File: src/sv/verot_pkg.sv
// Shared types, constants and arithmetic helpers of the Euler rotation unit.
// No dependencies; every other file except the defines header imports this package.
package verot_pkg;

  localparam int WORD_W   = 32;
  localparam int FRAC_DEF = 16;

  // pi/180 in Q30 and unity in Q30
  localparam logic [24:0] RAD_Q30 = 25'd18740330;
  localparam logic [30:0] ONE_Q30 = 31'h4000_0000;

  localparam int SC_LAT  = 11;
  localparam int MAT_LAT = 3;
  localparam int ROW_LAT = 3;

  // Exact reciprocals for values below 2^30: q = (v * RCP) >> SH.
  localparam int SIN_SH [4] = '{37, 36, 35, 33};
  localparam logic [31:0] SIN_RCP [4] = '{
    32'(((64'd1 << 37) + 64'd71) / 64'd72),
    32'(((64'd1 << 36) + 64'd41) / 64'd42),
    32'(((64'd1 << 35) + 64'd19) / 64'd20),
    32'(((64'd1 << 33) + 64'd5) / 64'd6)
  };
  localparam int COS_SH [4] = '{37, 36, 35, 34};
  localparam logic [31:0] COS_RCP [4] = '{
    32'(((64'd1 << 37) + 64'd89) / 64'd90),
    32'(((64'd1 << 36) + 64'd55) / 64'd56),
    32'(((64'd1 << 35) + 64'd29) / 64'd30),
    32'(((64'd1 << 34) + 64'd11) / 64'd12)
  };

  typedef logic [30:0]        q30_t;
  typedef logic signed [31:0] sq30_t;
  typedef logic signed [32:0] mel_t;

  typedef enum logic [1:0] {
    QUAD_0 = 2'd0,
    QUAD_1 = 2'd1,
    QUAD_2 = 2'd2,
    QUAD_3 = 2'd3
  } verot_quad_t;

  typedef struct packed {
    logic        valid;
    verot_quad_t quad;
    logic        fold;
  } verot_ang_ctl_t;

  typedef struct packed {
    logic signed [WORD_W-1:0] vec_x;
    logic signed [WORD_W-1:0] vec_y;
    logic signed [WORD_W-1:0] vec_z;
    logic signed [WORD_W-1:0] angle_x_deg;
    logic signed [WORD_W-1:0] angle_y_deg;
    logic signed [WORD_W-1:0] angle_z_deg;
  } verot_in_t;

  typedef struct packed {
    logic signed [WORD_W-1:0] vec_x;
    logic signed [WORD_W-1:0] vec_y;
    logic signed [WORD_W-1:0] vec_z;
  } verot_vec_t;

  typedef struct packed {
    logic signed [WORD_W-1:0] rot_x;
    logic signed [WORD_W-1:0] rot_y;
    logic signed [WORD_W-1:0] rot_z;
  } verot_out_t;

  // Pipeline stages of the modulo-360 reduction: eight bits per stage.
  function automatic int verot_mod_stages(int frac);
    return (WORD_W - frac + 17) >> 3;
  endfunction

  function automatic int verot_latency(int frac);
    return verot_mod_stages(frac) + 2 + SC_LAT + MAT_LAT + ROW_LAT;
  endfunction

  function automatic q30_t mulq30(q30_t a, q30_t b);
    logic [63:0] p;
    p = 64'(a) * 64'(b) + (64'd1 << 29);
    return q30_t'(p >> 30);
  endfunction

  function automatic q30_t div_rcp(q30_t v, logic [31:0] rcp, int sh);
    logic [63:0] p;
    p = 64'(v) * 64'(rcp);
    return q30_t'(p >> sh);
  endfunction

  // Signed Q30 product: the magnitude is rounded, then the sign applied.
  function automatic sq30_t smul(sq30_t a, sq30_t b);
    q30_t  ma;
    q30_t  mb;
    sq30_t p;
    ma = q30_t'(a[31] ? -a : a);
    mb = q30_t'(b[31] ? -b : b);
    p  = $signed({1'b0, mulq30(ma, mb)});
    return (a[31] ^ b[31]) ? -p : p;
  endfunction

endpackage

File: src/sv/verot_angle_reduce.sv
// Angle reduction: modulo 360 degrees, quadrant and fold into the first octant.
// Depends on verot_pkg.
module verot_angle_reduce import verot_pkg::*; #(
  parameter int FRAC_BITS = FRAC_DEF
) (
  input  logic                     clk,
  input  logic                     rst_n,
  input  logic                     valid_i,
  input  logic signed [WORD_W-1:0] angle_i,
  output verot_ang_ctl_t           ctl_o,
  output logic [FRAC_BITS+5:0]     r_o
);

  localparam int HW   = WORD_W - FRAC_BITS;
  localparam int KM   = verot_mod_stages(FRAC_BITS);
  localparam int PW   = KM * 8;
  localparam int OFFS = 360 * ((2 ** (HW - 1) + 359) / 360);
  localparam logic [FRAC_BITS+6:0] QUARTER = (FRAC_BITS + 7)'(90) << FRAC_BITS;
  localparam logic [FRAC_BITS+6:0] EIGHTH  = (FRAC_BITS + 7)'(45) << FRAC_BITS;

  logic [PW-1:0]        u_r   [KM+1];
  logic [8:0]           rem_r [KM+1];
  logic [FRAC_BITS-1:0] lo_r  [KM+1];
  logic                 vld_r [KM+1];
  logic [PW-1:0]        u_nxt;

  logic                 vq_r;
  verot_quad_t          quad_r;
  verot_quad_t          quad_nxt;
  logic                 fold_r;
  logic                 fold_nxt;
  logic [FRAC_BITS+5:0] r_r;
  logic [FRAC_BITS+5:0] r_nxt;

  // An offset that is a multiple of 360 makes the integer part non-negative.
  assign u_nxt = PW'($signed(angle_i[WORD_W-1:FRAC_BITS])) + PW'(OFFS);

  always_ff @(posedge clk) begin
    if (!rst_n) begin
      vld_r[0] <= 1'b0;
    end else begin
      vld_r[0] <= valid_i;
    end
  end

  always_ff @(posedge clk) begin
    u_r[0]   <= u_nxt;
    lo_r[0]  <= angle_i[FRAC_BITS-1:0];
    rem_r[0] <= '0;
  end

  for (genvar k = 0; k < KM; k++) begin : g_mod
    logic [8:0] rem_nxt;

    always_comb begin : p_rem
      logic [9:0] acc;
      acc = {1'b0, rem_r[k]};
      for (int b = 0; b < 8; b++) begin
        acc = {acc[8:0], u_r[k][PW-1-8*k-b]};
        if (acc >= 10'd360) begin
          acc = acc - 10'd360;
        end
      end
      rem_nxt = acc[8:0];
    end

    always_ff @(posedge clk) begin
      if (!rst_n) begin
        vld_r[k+1] <= 1'b0;
      end else begin
        vld_r[k+1] <= vld_r[k];
      end
    end

    always_ff @(posedge clk) begin
      u_r[k+1]   <= u_r[k];
      lo_r[k+1]  <= lo_r[k];
      rem_r[k+1] <= rem_nxt;
    end
  end

  always_comb begin : p_quad
    logic [8:0]           ri;
    logic [FRAC_BITS+6:0] rfull;
    logic [FRAC_BITS+6:0] rsel;
    if (rem_r[KM] >= 9'd270) begin
      quad_nxt = QUAD_3;
      ri       = rem_r[KM] - 9'd270;
    end else if (rem_r[KM] >= 9'd180) begin
      quad_nxt = QUAD_2;
      ri       = rem_r[KM] - 9'd180;
    end else if (rem_r[KM] >= 9'd90) begin
      quad_nxt = QUAD_1;
      ri       = rem_r[KM] - 9'd90;
    end else begin
      quad_nxt = QUAD_0;
      ri       = rem_r[KM];
    end
    rfull    = {ri[6:0], lo_r[KM]};
    fold_nxt = rfull > EIGHTH;
    rsel     = fold_nxt ? (QUARTER - rfull) : rfull;
    r_nxt    = rsel[FRAC_BITS+5:0];
  end

  always_ff @(posedge clk) begin
    if (!rst_n) begin
      vq_r <= 1'b0;
    end else begin
      vq_r <= vld_r[KM];
    end
  end

  always_ff @(posedge clk) begin
    quad_r <= quad_nxt;
    fold_r <= fold_nxt;
    r_r    <= r_nxt;
  end

  assign ctl_o = '{valid: vq_r, quad: quad_r, fold: fold_r};
  assign r_o   = r_r;

endmodule

File: config.mk
export PLATFORM = sky130hd
export DESIGN_NAME = verot_angle_reduce
export DESIGN_NICKNAME = d
export VERILOG_FILES = /design/src/sv/verot_pkg.sv /design/src/sv/verot_angle_reduce.sv
export SDC_FILE = /design/constraint.sdc
export NUM_CORES = 1
export LEC_CHECK = 0
export BUFFER_PORTS_ARGS = -buffer_cell sky130_fd_sc_hd__buf_2
export CORE_AREA = 3 3 152 154
export CTS_CLUSTER_DIAMETER = 40
export DETAILED_ROUTE_END_ITERATION = 10
export DIE_AREA = 0 0 155 157
export GPL_TIMING_DRIVEN = 0
export PLACE_DENSITY_LB_ADDON = 0.3
export SYNTH_ARGS = -nofsm -noshare
export SYNTH_HDL_FRONTEND = slang
export SYNTH_SLANG_ARGS = --single-unit
File: constraint.sdc
create_clock -name clk -period 5.7 [get_ports clk]
set_clock_uncertainty 0.1 [all_clocks]
set_input_delay 0 -clock clk [delete_from_list [all_inputs] [get_ports clk]]
set_output_delay 0 -clock clk [all_outputs]
set_load 0.1 [all_outputs]
==> flow_results.org <==
** Die
- The initialized floorplan defines 54 standard-cell rows.
- For this configuration, the core starts out at a cell density of 0.349.
- The floorplan step defined a die boundary enclosing 0.0243 mm².
- Number of ports placed on the die boundary :: 61
- The core region is 0.0218 mm².
- The die is between 150 and 200 µm wide.
- The die is 157 µm tall.

** Layout
- Final design utilization :: 0.479
- Share of final-layout standard cells stronger than drive strength 1 :: 0.331
- The layout has a little under 2000 filler cells.
- Inserted Diodes :: 0
- The area growth from synthesis to layout is 37.1%.
- Multi-input combinational cell area :: 0.00411 mm²
- Total area of sequential cells :: about 0.0038 mm²
- The final layout contains 979 nets.

** Setup path
- Traced cell by cell, the critical path runs through buf_6 -> buf_12 -> o211a_4 -> nor4b_4 -> o211ai_1 -> a311oi_1 -> o32ai_2 -> and3_4 -> buf_6 -> or2_4 -> a32o_2 -> a41oi_4 -> or3_4 -> nand2_2 -> a31oi_4 -> o211a_4 -> o21ai_2 -> or3_4 -> a311oi_4 -> nor2_4 -> maj3_2 -> and3_4 -> a221o_1 -> nor3_2.
- Data on the critical path arrives at its endpoint at approximately 6300 ps.
- Critical path peak fanout :: 6
- The slowest stage of the critical path belongs to the cell or3_4.
- The worst setup path is of the reg -> reg kind.
- In this design, the stage delay of the slowest critical-path cell is 400 ps.
- Critical Path End Type :: flop
- Counting both buffers and inverters, the worst setup path holds a total of 3.
- Among cell families on the critical path, the largest total delay comes from compound AO/OA/AOI/OAI gates.
- Setup crit start kind :: flop
- At the worst endpoint, the required time is 5940 ps.

** Detailed routing
- After the first detailed-routing iteration, the DRC count stood at 367.
- For this block, the routed nets add up to 16800 µm of wire.
- Number of iterations in the first detailed-routing pass :: 5
- After detailed routing, the number of remaining DRC violations is 0.
- Avg WL per Cell :: 13.7 µm
- Routed vias/inst :: 4.98
- Number of nets with antenna violations after routing :: 0
- Total number of vias :: 6107

** Timing
- Transition time of the tightest slew-check pin :: 682 ps
- Fin Hold WS :: 100 ps
- Setup WS post-layout :: -348 ps
- In the finished design, the share of the clock period the worst path needs comes to 1.06.
- Adding up every negative setup slack in the final design gives -1230 ps.
- Highest Clock Rate :: 165 MHz
- The routed design could run at a clock period as short as 6050 ps.
- Slew headroom :: 0.542
- Max-slew violation count :: 0
- The final number of hold-violating endpoints came to 0.
- Unrepaired setup endpoints after global routing :: true
- Final setup violating endpoints :: 6

** Clocking
- CTS placed an instance of clkbuf_16 at the clock tree root.
- CTS built an H-tree with a depth of 4.
- Insertion delay of the later-clocked pin in the worst-skew pair :: roughly 420 ps
- After clock tree synthesis, the clock-pin slew on the worst setup and hold paths is 70 ps.
- Clk sinks :: 188
- Buffer depth of the longest clock path :: 2
- TritonCTS Buffers :: 17
- Clock tree from TritonCTS :: built

** Synth
- Proportion of register bits with asynchronous set or reset after synthesis :: 0
- Summed instance area of the synthesized netlist :: between 0.007 and 0.008 mm²
- A synthesized cell averages 10.3 µm².
- In this run, synthesis produced a sequential element count of 188.
- Number of distinct library cells after synthesis :: 100
- Yosys attributes the largest share of cell area to dfxtp_1 49%, xnor2_1 4.9%, nand2_1 2.7%.
- The share of the Yosys chip area taken by registers is 0.494.
- Primary flip-flop cell chosen by synthesis mapping :: dfxtp_1
- Count of yosys warnings during synthesis :: 0
- Net count of the mapped netlist :: 786
- The share of synthesized area in the top cell type comes to 0.494.
- The largest total area in the synthesized netlist belongs to dfxtp_1.
- In this run, synthesis inferred 0 flip-flops with an integrated enable.
- Number of standard cells after synthesis :: between 700 and 800

** GRT
- GRT overflow :: 0
- Global-route total usage across every layer :: 0.131
- The first global-routing pass estimated 26700 µm of wire.
- The via count of the first global-routing pass is approximately 5700.
- Antenna violations before repair :: 0
- Pin count of the biggest net entering global routing :: 21

** Outcome
- Run status :: complete, but fails checks
- The checks that failed: setup timing.

** Run
- Across the run, the number of max-cap violations was 0.

** Placement
- Prior to clock tree synthesis, the placed netlist has a worst setup slack of -989 ps.
- Input and output buffers added on the ports amount to 60.
- Detailed placement HPWL :: about 10000 µm
- Routability-driven placement finished with a final weighted congestion of between 0.8 and 0.9.

** Min path
- The tightest min-delay check is of the in -> reg type.
-- Yosys cell counts (11+ instances only) --
cell type	count
nand2_1	55
clkbuf_1	15
nand3_1	15
and3_1	11
a21oi_1	28
o21ai_0	35
nor2_1	41
dfxtp_1	188
nor3_1	17
xor2_1	13
a31oi_1	11
xnor2_1	43
inv_1	23
-- per-stage QoR --
stage          cells  instance area [µm²]
4_1_cts         1206                10100
5_1_grt         1227                10400
6_report        1227                10400
3_3_place_gp    1081                 8270
3_5_place_dp    1081                 8270
2_1_floorplan    741                 7620
-- worst paths after layout --
kind                            slack [ps]                    to  cells after the start           startpoint
worst max-delay path                  -350  rem_r[0][41]$_DFF_P_                     24  u_r[0][106]$_DFF_P_
worst min-delay path                   100    lo_r[0][3]$_DFF_P_                      2           angle_i[3]
worst max register to register        -350  rem_r[0][41]$_DFF_P_                     24  u_r[0][106]$_DFF_P_
worst min register to register         210    u_r[0][96]$_DFF_P_                      0   u_r[0][64]$_DFF_P_
-- layout make-up --
type / count / share of cell area
multi-input cells: 498 / 0.394
flip-flops and latches: 188 / 0.361
repair buffers: 176 / 0.127
clock buffers: 18 / 0.0421
well taps: 280 / 0.0335
clock inverters: 14 / 0.0179
plain buffers: 29 / 0.0161
inverters: 24 / 0.00887
-- logic make-up after synthesis --
family,after synthesis,synth area share
AOI/OAI and AO/OA,196,0.206
xor gates and xnor gates,58,0.0716
adders and majority gates,14,0.0218
buffers and inverters,56,0.0348
DFF,188,0.494
muxes,12,0.0169
and+or+nand+nor,217,0.154
-- metal layers --
| layer | global-route usage | wire length, µm |
|---|---|---|
| met3 | 0.0253 | 523 |
| met5 | 0 | 0 |
| met1 | 0.168 | 7460 |
| met4 | 0.0421 | 200 |
| met2 | 0.223 | 8640 |
-- layout by cell type, fill, tap and decap left out, types with 6 or more instances in the layout --
master and instances:
a21o_1 7, a21oi_1 26, a31oi_1 8, and2_1 10
and3_1 8, buf_2 66, buf_4 71, buf_6 6
clkbuf_1 13, clkbuf_16 17, dfxtp_1 185, dlygate4sd3_1 44
ha_1 9, inv_1 22, nand2_1 50, nand3_1 12
nand4_1 6, nor2_1 36, nor3_1 12, o211ai_1 10
o21ai_0 29, o21ai_2 11, o31ai_1 6, or3_1 6
xnor2_1 37, xnor2_2 6, xor2_1 13
-- sequential cells by signal, indices dropped and copies added (netlist names) --
signal / count
u_r: 62
vq_r: 1
vld_r: 5
fold_r: 1
quad_r: 2
lo_r: 80
rem_r: 15
r_o: 22
-- what timing repair did --
action	in CTS	in global routing
setup endpoints to repair	6	6
pin swaps	48	42
setup buffers	50	21
gates resized for setup	67	47
endpoints found under the hold margin	39	0
gates cloned	2	0
hold buffers	44	0
Power is left out: the tool's default activity adds up to more than one toggle a clock period on the data nets, which glitch-free logic cannot reach.
